### config.mk
export PLATFORM = sky130hd
export DESIGN_NAME = playfair_digram_cipher
export DESIGN_NICKNAME = d
export VERILOG_FILES = /design/src/pfc_pkg.sv /design/src/pfc_front.sv /design/src/pfc_fifo.sv /design/src/pfc_back.sv /design/src/playfair_digram_cipher.sv
export SDC_FILE = /design/constraint.sdc
export NUM_CORES = 1
export LEC_CHECK = 0
export ABC_AREA = 1
export ABC_CLOCK_PERIOD_IN_PS = 4950
export BUFFER_PORTS_ARGS = -buffer_cell sky130_fd_sc_hd__clkbuf_2
export CAP_MARGIN = 40
export CELL_PAD_IN_SITES_DETAIL_PLACEMENT = 1
export CELL_PAD_IN_SITES_GLOBAL_PLACEMENT = 1
export CORE_MARGIN = 3
export CORE_UTILIZATION = 42
export CTS_CLUSTER_SIZE = 8
export DETAILED_ROUTE_END_ITERATION = 16
export HOLD_SLACK_MARGIN = 0.12
export PLACE_DENSITY_LB_ADDON = 0.15
export SLEW_MARGIN = 20
export SYNTH_ARGS = -nofsm -noshare
export SYNTH_HDL_FRONTEND = slang
export SYNTH_SLANG_ARGS = --single-unit
### constraint.sdc
create_clock -name clk_i -period 4.95 [get_ports clk_i]
set_input_delay 0.495 -clock clk_i [delete_from_list [all_inputs] [get_ports clk_i]]
set_output_delay 0.495 -clock clk_i [all_outputs]
set_load 0.05 [all_outputs]
### src/pfc_pkg.sv
`default_nettype none

package pfc_pkg;

  // Key square geometry
  localparam int unsigned SQUARE_SIDE = 5;
  localparam int unsigned CELLS       = SQUARE_SIDE * SQUARE_SIDE;
  localparam int unsigned CODE_W      = 5;
  localparam int unsigned RC_W        = $clog2(SQUARE_SIDE);
  localparam int unsigned POS_W       = $clog2(CELLS);

  // Letter and byte constants
  localparam logic [7:0] ASCII_A_8   = 8'd65;
  localparam logic [7:0] ASCII_Z_8   = 8'd90;
  localparam logic [7:0] LOWER_A_8   = 8'd97;
  localparam logic [7:0] LOWER_Z_8   = 8'd122;
  localparam logic [7:0] CASE_OFFSET = 8'd32;
  localparam logic [6:0] ASCII_A     = 7'd65;
  localparam logic [6:0] ASCII_Z     = 7'd90;
  localparam logic [6:0] LAST_CODE   = 7'd25;

  // Default depth of the job queue between front and back
  localparam int unsigned QUEUE_DEPTH = 4;

  // Configuration port
  localparam int unsigned CFG_DATA_W = 50;
  localparam int unsigned CFG_IDX_W  = 3;

  typedef enum logic [CFG_IDX_W-1:0] {
    REG_DECRYPT_MODE  = 3'd0,
    REG_SQUARE_UPPER  = 3'd1,
    REG_SQUARE_MIDDLE = 3'd2,
    REG_SQUARE_BOTTOM = 3'd3,
    REG_DOUBLE_FILL   = 3'd4,
    REG_EXTRA_FILL    = 3'd5,
    REG_OMIT_LETTER   = 3'd6,
    REG_REPLACE_LETTER = 3'd7
  } cfg_reg_e;

  // Reset values of the letter registers
  localparam logic [6:0] FILL_RESET    = 7'd88;
  localparam logic [6:0] OMIT_RESET    = 7'd74;
  localparam logic [6:0] REPLACE_RESET = 7'd73;

  // Square: position p holds a five-bit letter code
  typedef logic [CELLS-1:0][CODE_W-1:0] square_t;

  // Letter handling settings seen by the front
  typedef struct packed {
    logic       decrypt;
    logic [6:0] double_fill;
    logic [6:0] extra_fill;
    logic [6:0] omit;
    logic [6:0] replace;
  } text_cfg_t;

  typedef struct packed {
    logic [6:0] a;
    logic [6:0] b;
  } pair_t;

  // One queued job: the results caused by one input byte
  typedef struct packed {
    pair_t first;
    pair_t second;
    logic  two;
    logic  bare;
    logic  eom;
    logic  decrypt;
  } job_t;

  typedef struct packed {
    logic            found;
    logic [RC_W-1:0] row;
    logic [RC_W-1:0] col;
  } loc_t;

  // Fill letter for a partner: swap the omitted letter, bump a clash when enciphering
  function automatic logic [6:0] fill_for(logic [6:0] fill, logic [6:0] omit,
                                          logic [6:0] replace, logic decrypt,
                                          logic [6:0] partner);
    logic [6:0] f;
    f = fill;
    if (f == omit) begin
      f = replace;
    end
    if (!decrypt && (f == partner)) begin
      f = (f == ASCII_Z) ? ASCII_A : f + 7'd1;
    end
    return f;
  endfunction

  // Lowest square position holding the letter
  function automatic loc_t find_cell(square_t sq, logic [6:0] ascii);
    loc_t            loc;
    logic [CODE_W-1:0] code;
    loc  = '0;
    code = CODE_W'(ascii - ASCII_A);
    if ((ascii >= ASCII_A) && (ascii <= ASCII_Z)) begin
      for (int r = SQUARE_SIDE - 1; r >= 0; r--) begin
        for (int c = SQUARE_SIDE - 1; c >= 0; c--) begin
          if (sq[r * SQUARE_SIDE + c] == code) begin
            loc.found = 1'b1;
            loc.row   = RC_W'(r);
            loc.col   = RC_W'(c);
          end
        end
      end
    end
    return loc;
  endfunction

  // Step along a row or column with wrap-around
  function automatic logic [RC_W-1:0] wrap_step(logic [RC_W-1:0] idx, logic decrypt);
    logic [RC_W:0] sum;
    sum = {1'b0, idx} + (decrypt ? (RC_W+1)'(SQUARE_SIDE - 1) : (RC_W+1)'(1));
    if (sum >= (RC_W+1)'(SQUARE_SIDE)) begin
      sum = sum - (RC_W+1)'(SQUARE_SIDE);
    end
    return sum[RC_W-1:0];
  endfunction

  // Letter at a square cell; codes beyond Z read as Z
  function automatic logic [6:0] cell_ascii(square_t sq, logic [RC_W-1:0] row,
                                            logic [RC_W-1:0] col);
    logic [POS_W-1:0] pos;
    logic [6:0]       code;
    pos  = POS_W'(row * POS_W'(SQUARE_SIDE)) + POS_W'(col);
    code = {2'b00, sq[pos]};
    return (code > LAST_CODE) ? ASCII_Z : ASCII_A + code;
  endfunction

endpackage

`default_nettype wire

### src/pfc_front.sv
`default_nettype none

module pfc_front (
  input  wire logic              clk_i,
  input  wire logic              rst_ni,
  input  wire pfc_pkg::text_cfg_t cfg_i,
  input  wire logic              in_valid_i,
  output logic                   in_ready_o,
  input  wire logic [7:0]        in_char_i,
  input  wire logic              in_eom_i,
  output logic                   job_valid_o,
  input  wire logic              job_ready_i,
  output pfc_pkg::job_t          job_o
);
  import pfc_pkg::*;

  logic [CODE_W-1:0] held_q, held_d;
  logic              holding_q, holding_d;

  logic [7:0]        up_char;
  logic [7:0]        sym;
  logic              is_letter;
  logic [6:0]        held_ascii;
  logic              pair_op;
  logic              doubled;
  logic [CODE_W-1:0] held_mid;
  logic              holding_mid;
  logic              pad_op;
  pair_t             pad_pair;
  logic              accept;

  assign in_ready_o = job_ready_i;
  assign accept     = in_valid_i && in_ready_o;

  // Fold case and swap the omitted letter
  always_comb begin
    up_char = ((in_char_i >= LOWER_A_8) && (in_char_i <= LOWER_Z_8)) ?
              in_char_i - CASE_OFFSET : in_char_i;
    sym       = (up_char == {1'b0, cfg_i.omit}) ? {1'b0, cfg_i.replace} : up_char;
    is_letter = (sym >= ASCII_A_8) && (sym <= ASCII_Z_8);
  end

  // Classify the byte against the held letter
  always_comb begin
    held_ascii  = {2'b00, held_q} + ASCII_A;
    pair_op     = is_letter && holding_q;
    doubled     = pair_op && !cfg_i.decrypt && (held_ascii == sym[6:0]);
    held_mid    = held_q;
    holding_mid = holding_q;
    if (is_letter && !holding_q) begin
      held_mid    = CODE_W'(sym - ASCII_A_8);
      holding_mid = 1'b1;
    end else if (pair_op && !doubled) begin
      holding_mid = 1'b0;
    end
    pad_op     = in_eom_i && holding_mid;
    pad_pair.a = {2'b00, held_mid} + ASCII_A;
    pad_pair.b = fill_for(cfg_i.extra_fill, cfg_i.omit, cfg_i.replace, cfg_i.decrypt,
                          {2'b00, held_mid} + ASCII_A);
  end

  // Build the job for the queue
  always_comb begin
    job_o.second = pad_pair;
    if (pair_op) begin
      job_o.first.a = held_ascii;
      job_o.first.b = doubled ?
                      fill_for(cfg_i.double_fill, cfg_i.omit, cfg_i.replace,
                               cfg_i.decrypt, held_ascii) :
                      sym[6:0];
    end else begin
      job_o.first = pad_pair;
    end
    job_o.two     = pair_op && pad_op;
    job_o.bare    = in_eom_i && !pair_op && !pad_op;
    job_o.eom     = in_eom_i;
    job_o.decrypt = cfg_i.decrypt;
    job_valid_o   = accept && (pair_op || in_eom_i);
  end

  // Advance the held letter; end of message always clears it
  always_comb begin
    held_d    = held_q;
    holding_d = holding_q;
    if (accept) begin
      if (in_eom_i) begin
        held_d    = '0;
        holding_d = 1'b0;
      end else begin
        held_d    = held_mid;
        holding_d = holding_mid;
      end
    end
  end

  always_ff @(posedge clk_i or negedge rst_ni) begin
    if (!rst_ni) begin
      held_q    <= '0;
      holding_q <= 1'b0;
    end else begin
      held_q    <= held_d;
      holding_q <= holding_d;
    end
  end

endmodule

`default_nettype wire

### src/pfc_fifo.sv
`default_nettype none

module pfc_fifo #(
  parameter int unsigned Depth = pfc_pkg::QUEUE_DEPTH
) (
  input  wire logic          clk_i,
  input  wire logic          rst_ni,
  input  wire logic          wr_valid_i,
  output logic               wr_ready_o,
  input  wire pfc_pkg::job_t wr_data_i,
  output logic               rd_valid_o,
  input  wire logic          rd_ready_i,
  output pfc_pkg::job_t      rd_data_o
);
  import pfc_pkg::*;

  localparam int unsigned PtrW = $clog2(Depth);
  localparam int unsigned CntW = $clog2(Depth + 1);

  job_t            slot_q [Depth];
  logic [PtrW-1:0] wr_ptr_q, wr_ptr_d;
  logic [PtrW-1:0] rd_ptr_q, rd_ptr_d;
  logic [CntW-1:0] count_q, count_d;
  logic            push;
  logic            pop;

  function automatic logic [PtrW-1:0] next_ptr(logic [PtrW-1:0] ptr);
    return (ptr == PtrW'(Depth - 1)) ? '0 : ptr + PtrW'(1);
  endfunction

  assign wr_ready_o = (count_q != CntW'(Depth));
  assign rd_valid_o = (count_q != '0);
  assign rd_data_o  = slot_q[rd_ptr_q];
  assign push       = wr_valid_i && wr_ready_o;
  assign pop        = rd_valid_o && rd_ready_i;

  // Move the pointers and the fill count
  always_comb begin
    wr_ptr_d = push ? next_ptr(wr_ptr_q) : wr_ptr_q;
    rd_ptr_d = pop ? next_ptr(rd_ptr_q) : rd_ptr_q;
    count_d  = count_q;
    if (push && !pop) begin
      count_d = count_q + CntW'(1);
    end else if (pop && !push) begin
      count_d = count_q - CntW'(1);
    end
  end

  always_ff @(posedge clk_i or negedge rst_ni) begin
    if (!rst_ni) begin
      wr_ptr_q <= '0;
      rd_ptr_q <= '0;
      count_q  <= '0;
    end else begin
      wr_ptr_q <= wr_ptr_d;
      rd_ptr_q <= rd_ptr_d;
      count_q  <= count_d;
    end
  end

  // Store the job
  always_ff @(posedge clk_i) begin
    if (push) begin
      slot_q[wr_ptr_q] <= wr_data_i;
    end
  end

endmodule

`default_nettype wire

### src/pfc_back.sv
`default_nettype none

module pfc_back (
  input  wire logic             clk_i,
  input  wire logic             rst_ni,
  input  wire pfc_pkg::square_t square_i,
  input  wire logic             job_valid_i,
  output logic                  job_ready_o,
  input  wire pfc_pkg::job_t    job_i,
  output logic                  out_valid_o,
  input  wire logic             out_ready_i,
  output logic [6:0]            out_first_o,
  output logic [6:0]            out_second_o,
  output logic                  out_pair_valid_o,
  output logic                  out_error_o,
  output logic                  out_last_o,
  output logic                  out_msg_end_o
);
  import pfc_pkg::*;

  // Lookup stage
  logic  idx_q, idx_d;
  logic  s1_valid_q, s1_valid_d;
  loc_t  s1_loc_a_q, s1_loc_b_q;
  logic  s1_decrypt_q, s1_bare_q, s1_last_q, s1_msg_end_q;

  // Output stage
  logic       out_valid_q, out_valid_d;
  logic [6:0] out_first_q, out_first_d;
  logic [6:0] out_second_q, out_second_d;
  logic       out_pair_valid_q, out_pair_valid_d;
  logic       out_error_q, out_error_d;
  logic       out_last_q, out_msg_end_q;

  pair_t cur_pair;
  logic  cur_last;
  logic  s1_load;
  logic  s2_load;
  loc_t  loc_a, loc_b;

  // Pick the pair of the job now at the head
  always_comb begin
    cur_pair = idx_q ? job_i.second : job_i.first;
    cur_last = job_i.two ? idx_q : 1'b1;
    loc_a    = find_cell(square_i, cur_pair.a);
    loc_b    = find_cell(square_i, cur_pair.b);
  end

  // Stage handshakes: advance when the next stage is free or draining
  always_comb begin
    s2_load     = s1_valid_q && (!out_valid_q || out_ready_i);
    s1_load     = job_valid_i && (!s1_valid_q || s2_load);
    job_ready_o = s1_load && (!job_i.two || idx_q);
    idx_d       = s1_load ? (job_i.two && !idx_q) : idx_q;
    s1_valid_d  = s1_load ? 1'b1 : (s2_load ? 1'b0 : s1_valid_q);
    out_valid_d = s2_load ? 1'b1 : ((out_valid_q && out_ready_i) ? 1'b0 : out_valid_q);
  end

  // Form the output digram from the located cells, or mark a bare job or a failed lookup
  always_comb begin
    out_pair_valid_d = 1'b1;
    out_error_d      = 1'b0;
    if (s1_bare_q) begin
      out_first_d      = '0;
      out_second_d     = '0;
      out_pair_valid_d = 1'b0;
    end else if (!s1_loc_a_q.found || !s1_loc_b_q.found) begin
      out_first_d  = ASCII_A;
      out_second_d = ASCII_A;
      out_error_d  = 1'b1;
    end else if (s1_loc_a_q.row == s1_loc_b_q.row) begin
      out_first_d  = cell_ascii(square_i, s1_loc_a_q.row,
                                wrap_step(s1_loc_a_q.col, s1_decrypt_q));
      out_second_d = cell_ascii(square_i, s1_loc_b_q.row,
                                wrap_step(s1_loc_b_q.col, s1_decrypt_q));
    end else if (s1_loc_a_q.col == s1_loc_b_q.col) begin
      out_first_d  = cell_ascii(square_i, wrap_step(s1_loc_a_q.row, s1_decrypt_q),
                                s1_loc_a_q.col);
      out_second_d = cell_ascii(square_i, wrap_step(s1_loc_b_q.row, s1_decrypt_q),
                                s1_loc_b_q.col);
    end else begin
      out_first_d  = cell_ascii(square_i, s1_loc_a_q.row, s1_loc_b_q.col);
      out_second_d = cell_ascii(square_i, s1_loc_b_q.row, s1_loc_a_q.col);
    end
  end

  always_ff @(posedge clk_i or negedge rst_ni) begin
    if (!rst_ni) begin
      idx_q       <= 1'b0;
      s1_valid_q  <= 1'b0;
      out_valid_q <= 1'b0;
    end else begin
      idx_q       <= idx_d;
      s1_valid_q  <= s1_valid_d;
      out_valid_q <= out_valid_d;
    end
  end

  // Hold stage payloads until they move on
  always_ff @(posedge clk_i) begin
    if (s1_load) begin
      s1_loc_a_q   <= loc_a;
      s1_loc_b_q   <= loc_b;
      s1_decrypt_q <= job_i.decrypt;
      s1_bare_q    <= job_i.bare;
      s1_last_q    <= cur_last;
      s1_msg_end_q <= job_i.eom && cur_last;
    end
    if (s2_load) begin
      out_first_q      <= out_first_d;
      out_second_q     <= out_second_d;
      out_pair_valid_q <= out_pair_valid_d;
      out_error_q      <= out_error_d;
      out_last_q       <= s1_last_q;
      out_msg_end_q    <= s1_msg_end_q;
    end
  end

  assign out_valid_o      = out_valid_q;
  assign out_first_o      = out_first_q;
  assign out_second_o     = out_second_q;
  assign out_pair_valid_o = out_pair_valid_q;
  assign out_error_o      = out_error_q;
  assign out_last_o       = out_last_q;
  assign out_msg_end_o    = out_msg_end_q;

endmodule

`default_nettype wire

### src/playfair_digram_cipher.sv
// Channel   Direction  tdata (low bit first)                    tuser / tlast
// s_axis    in         [7:0] char_in                            tlast: end_of_message
// m_axis    out        [6:0] first_letter, [13:7] second_letter tuser: pair_valid,
//                                                                 lookup_error, message_end;
//                                                                 tlast: last_in_run
// cfg       in         write enable, register index, 50-bit data
//
// One byte is taken every cycle while the job queue has room. A byte that makes two
// digrams holds the output side for both, one digram per cycle while the output is
// ready; the queue absorbs the difference. A byte's first digram is presented through
// three registers: queue slot, cell lookup stage and output register. Reset clears
// the held letter, the queue, the stage valids and the configuration registers to
// their defaults. A stalled output stalls the back part first and the input once the
// queue is full.
`default_nettype none

module playfair_digram_cipher #(
  parameter int unsigned QueueDepth = pfc_pkg::QUEUE_DEPTH
) (
  input  wire logic                           clk_i,
  input  wire logic                           rst_ni,
  input  wire logic                           cfg_we_i,
  input  wire logic [pfc_pkg::CFG_IDX_W-1:0]  cfg_index_i,
  input  wire logic [pfc_pkg::CFG_DATA_W-1:0] cfg_wdata_i,
  input  wire logic                           s_axis_tvalid,
  output logic                                s_axis_tready,
  input  wire logic [7:0]                     s_axis_tdata,  // [7:0] char_in
  input  wire logic                           s_axis_tlast,
  output logic                                m_axis_tvalid,
  input  wire logic                           m_axis_tready,
  output logic [15:0]                         m_axis_tdata,  // first_letter, second_letter
  output logic [2:0]                          m_axis_tuser,  // pair_valid, lookup_error,
                                                             // message_end
  output logic                                m_axis_tlast
);
  import pfc_pkg::*;

  logic                     decrypt_q;
  logic [CFG_DATA_W-1:0]    sq_upper_q;
  logic [CFG_DATA_W-1:0]    sq_middle_q;
  logic [CELLS*CODE_W-2*CFG_DATA_W-1:0] sq_bottom_q;
  logic [6:0]               double_fill_q;
  logic [6:0]               extra_fill_q;
  logic [6:0]               omit_q;
  logic [6:0]               replace_q;

  text_cfg_t text_cfg;
  square_t   square;
  logic      job_valid;
  logic      job_ready;
  job_t      job;
  logic      head_valid;
  logic      head_ready;
  job_t      head;
  logic [6:0] first_letter;
  logic [6:0] second_letter;
  logic      pair_valid;
  logic      lookup_error;
  logic      message_end;

  // Register writes
  always_ff @(posedge clk_i or negedge rst_ni) begin
    if (!rst_ni) begin
      decrypt_q     <= 1'b0;
      sq_upper_q    <= '0;
      sq_middle_q   <= '0;
      sq_bottom_q   <= '0;
      double_fill_q <= FILL_RESET;
      extra_fill_q  <= FILL_RESET;
      omit_q        <= OMIT_RESET;
      replace_q     <= REPLACE_RESET;
    end else if (cfg_we_i) begin
      unique case (cfg_reg_e'(cfg_index_i))
        REG_DECRYPT_MODE:   decrypt_q     <= cfg_wdata_i[0];
        REG_SQUARE_UPPER:   sq_upper_q    <= cfg_wdata_i;
        REG_SQUARE_MIDDLE:  sq_middle_q   <= cfg_wdata_i;
        REG_SQUARE_BOTTOM:  sq_bottom_q   <= cfg_wdata_i[$bits(sq_bottom_q)-1:0];
        REG_DOUBLE_FILL:    double_fill_q <= cfg_wdata_i[6:0];
        REG_EXTRA_FILL:     extra_fill_q  <= cfg_wdata_i[6:0];
        REG_OMIT_LETTER:    omit_q        <= cfg_wdata_i[6:0];
        REG_REPLACE_LETTER: replace_q     <= cfg_wdata_i[6:0];
        default: ;
      endcase
    end
  end

  assign square               = square_t'({sq_bottom_q, sq_middle_q, sq_upper_q});
  assign text_cfg.decrypt     = decrypt_q;
  assign text_cfg.double_fill = double_fill_q;
  assign text_cfg.extra_fill  = extra_fill_q;
  assign text_cfg.omit        = omit_q;
  assign text_cfg.replace     = replace_q;

  pfc_front u_front (
    .clk_i       (clk_i),
    .rst_ni      (rst_ni),
    .cfg_i       (text_cfg),
    .in_valid_i  (s_axis_tvalid),
    .in_ready_o  (s_axis_tready),
    .in_char_i   (s_axis_tdata),
    .in_eom_i    (s_axis_tlast),
    .job_valid_o (job_valid),
    .job_ready_i (job_ready),
    .job_o       (job)
  );

  pfc_fifo #(
    .Depth (QueueDepth)
  ) u_fifo (
    .clk_i      (clk_i),
    .rst_ni     (rst_ni),
    .wr_valid_i (job_valid),
    .wr_ready_o (job_ready),
    .wr_data_i  (job),
    .rd_valid_o (head_valid),
    .rd_ready_i (head_ready),
    .rd_data_o  (head)
  );

  pfc_back u_back (
    .clk_i            (clk_i),
    .rst_ni           (rst_ni),
    .square_i         (square),
    .job_valid_i      (head_valid),
    .job_ready_o      (head_ready),
    .job_i            (head),
    .out_valid_o      (m_axis_tvalid),
    .out_ready_i      (m_axis_tready),
    .out_first_o      (first_letter),
    .out_second_o     (second_letter),
    .out_pair_valid_o (pair_valid),
    .out_error_o      (lookup_error),
    .out_last_o       (m_axis_tlast),
    .out_msg_end_o    (message_end)
  );

  assign m_axis_tdata = {2'b00, second_letter, first_letter};
  assign m_axis_tuser = {message_end, lookup_error, pair_valid};

endmodule

`default_nettype wire
==> results.cfg <==
[outcome]
status = finished with violations
violations = setup timing

[die]
start_util_pct = 42.8
rows = 93
io_pins = 89
die_area_um2 = 69400
dieWidth_um = 264
core_um2 = 65000
chipHeight_um = 264

[detailed_routing]
initialDrtViolationCount = 4123
ant_nets = 0
vias_per_cell = 6.25
route.final.wire_length_um = 150000
wl_per_cell_um = 28.7
firstDrtPassIters = 6
route.vias.total = 32682
drc = 0

[finish]
final_layout_size_suffix_gt1_share_pct = 18.2
areaGrowthSynthToFinish_pct = 24.0
final_util_pct = 53.1
nets = 4505

[placement]
port_buffers = 86
place_hpwl_um = 110000
gp_congestion = 1.11

[global_routing]
grt_pass1_vias = 31104
antenna_found_initial = 6
grt_start_max_net_pins = 85
grt_usage_pct = 40.5
grt_pass1_wl_um = 210000
globalRoute.totalOverflow = 0

[clock_tree]
cts_sinks = 325
cts_made_buffers = 47
clk_latency_ns = 0.62
clockBufferDepth = 3
htree_levels = 2
cts_tree = yes
root_buffer = clkbuf_16
clk_transition_reported_paths_ns = 0.06

[critical_path]
required_ns = 5.37
crit_path_start_kind = flip-flop
worst_setup_path_end_kind = flip-flop
crit_path_frequent_cell = nand2_1
cp_data_arrival_time_ns = 5.75
slowest_stage = edfxtp_1
max_stage_delay_ns = 0.44
criticalPathCategory = reg2reg
cp_max_fo = 4

[synth]
syn_inst = 4118
synth-seq-area-share_pct = 32.0
yosysWarnings = 0
synth_top_area_share_pct = 16.7
yosys_register_bits = 325
synth.area.top_cells = edfxtp_1 (17%), dfrtp_1 (14%), nand2_1 (12%)
syn_area_um2 = 27900
synth.distinct_cells = 59
synth_edf_count = 155
synthArstFlopShare_pct = 52.3
synth_flop_cell = dfrtp_1
yosys.area.top_type = edfxtp_1
syn_avg_cell_area_um2 = 6.76

[worst_hold_path]
holdCritPathClass = in2reg

[timing]
rsz0062_at_grt = true
fin_skew_ns = 0.0175
setup_viol = 10
drv_slew = 0
max_freq_mhz = 188
finalCritPeriodShare_pct = 108
fin_ws_ns = -0.373
finalHoldViolations = 0
tns_ns = -2.04
fin_crit_ns = 5.32
relSlewSlack_pct = 42.3
worstMarginPinSlew_ns = 0.857

[run]
drv_cap = 0
[cell families (layout without fill, tap and decap cells)]
| kind of cell | Yosys count | in the layout | synth area share, % |
|---|---|---|---|
| simple gates | 1671 | 1671 | 25.3 |
| flops | 325 | 325 | 32.0 |
| other cells | 1 | 9 | 0.0135 |
| fa+ha+maj | 93 | 93 | 4.37 |
| xor+xnor | 180 | 180 | 5.66 |
| compound gates | 1123 | 1123 | 22.5 |
| buf+inv | 725 | 977 | 10.1 |
[synthesized netlist by cell type (26+ instances only)]
cell and count:
nand2_1 900, o21ai_0 596, inv_1 444, nor2_1 351, a21oi_1 292, nand3_1 248
clkbuf_1 205, dfrtp_1 158, edfxtp_1 155, xor2_1 136, ha_1 86, o211ai_1 82
xnor2_1 44, nand4_1 43, nor4_1 32, nor3_1 26
[routing by layer]
metal	vias up	part of all wire [%]	GRT usage, %
met3	448	12	11.8
met2	1875	41	57.8
met1	16078	41	56.6
met5	-	0.020	0
li1	14277	-	-
met4	4	6.0	17.7
[placed cells by master (no fill, tap or decap), types with 22 or more instances in the layout]
cell	n
clkbuf_2	85
nand2_2	30
nand3_1	221
nand2_1	873
o21ai_1	52
clkbuf_1	24
nor3_1	22
xor2_1	130
dfrtp_1	155
o21ai_0	536
buf_12	41
nor4_1	32
nor2_1	341
xnor2_1	42
ha_1	52
o211ai_1	82
nand4_1	43
inv_1	414
ha_4	27
clkbuf_16	50
buf_4	283
nand3_2	25
edfxtp_1	155
a21oi_1	272
[area by class of cell]
| type | instances | area, um^2 |
|---|---|---|
| flip-flops and latches | 325 | 8930 |
| clock inverters | 5 | 90.1 |
| repair buffers | 446 | 3930 |
| fillers | 8252 | 30500 |
| inverters | 454 | 1750 |
| well taps | 855 | 1070 |
| multi-input cells | 3071 | 17500 |
| diodes | 5 | 12.5 |
| clock buffers | 72 | 1280 |
[final timing paths]
path                                       from               endpoint  slack (ns)  depth (start not counted)
max                        u_back.s1_loc_a_q[3]  u_back.out_first_o[0]       -0.37                         28
min                             cfg_wdata_i[33]         sq_upper_q[33]        0.14                          3
min reg2reg                    u_back.s1_last_q      u_back.out_last_o        0.42                          0
max reg2reg                u_back.s1_loc_a_q[3]  u_back.out_first_o[0]       -0.37                         28
max in group asynchronous                rst_ni         sq_upper_q[19]        3.47                          4
min in group asynchronous                rst_ni      u_front.held_q[3]        0.32                          2
[state kept, by name, summed over array words and instances, names as in the netlist, 2 cells and up]
signal	cells
double_fill_q	7
extra_fill_q	7
omit_q	7
replace_q	7
sq_bottom_q	25
sq_middle_q	50
sq_upper_q	50
u_back.out_first_o	6
u_back.out_second_o	7
u_back.s1_loc_a_q	7
u_back.s1_loc_b_q	7
u_fifo.count_q	3
u_fifo.rd_ptr_q	2
u_fifo.slot_q	120
u_fifo.wr_ptr_q	2
u_front.held_q	5
[metrics by stage]
stage | setup slack (ns) | cells | hold slack (ns) | instance area [um^2]
after floorplan | 0.0110 | 4121 | 0.199 | 27900
after global placement | -0.266 | 5084 | 0.402 | 30900
after detailed placement | -0.424 | 5090 | 0.385 | 31000
after CTS | -0.0125 | 5193 | 0.125 | 33300
after global routing | -0.536 | 5228 | 0.144 | 34500
final | -0.373 | 5233 | 0.139 | 34500
[worst max-delay path: cells and delay by family (launching register included)]
| kind | cells | cell delay, ns |
|---|---|---|
| adders and majority gates | 6 | 1.56 |
| AOI/OAI and AO/OA | 5 | 1.02 |
| and+or+nand+nor | 8 | 0.74 |
| buffers and inverters | 6 | 0.69 |
| xor gates and xnor gates | 3 | 0.68 |
| DFF | 1 | 0.44 |
[timing repair]
item	CTS	global route
endpoints found under the setup margin	11	66
setup buffers	21	34
hold buffers	2	0
pin swaps	54	109
gates cloned	4	3
resized for setup	164	222
endpoints found under the hold margin	24	0
Power is left out: the tool's default activity adds up to more than one toggle a clock period on the data nets, which glitch-free logic cannot reach.
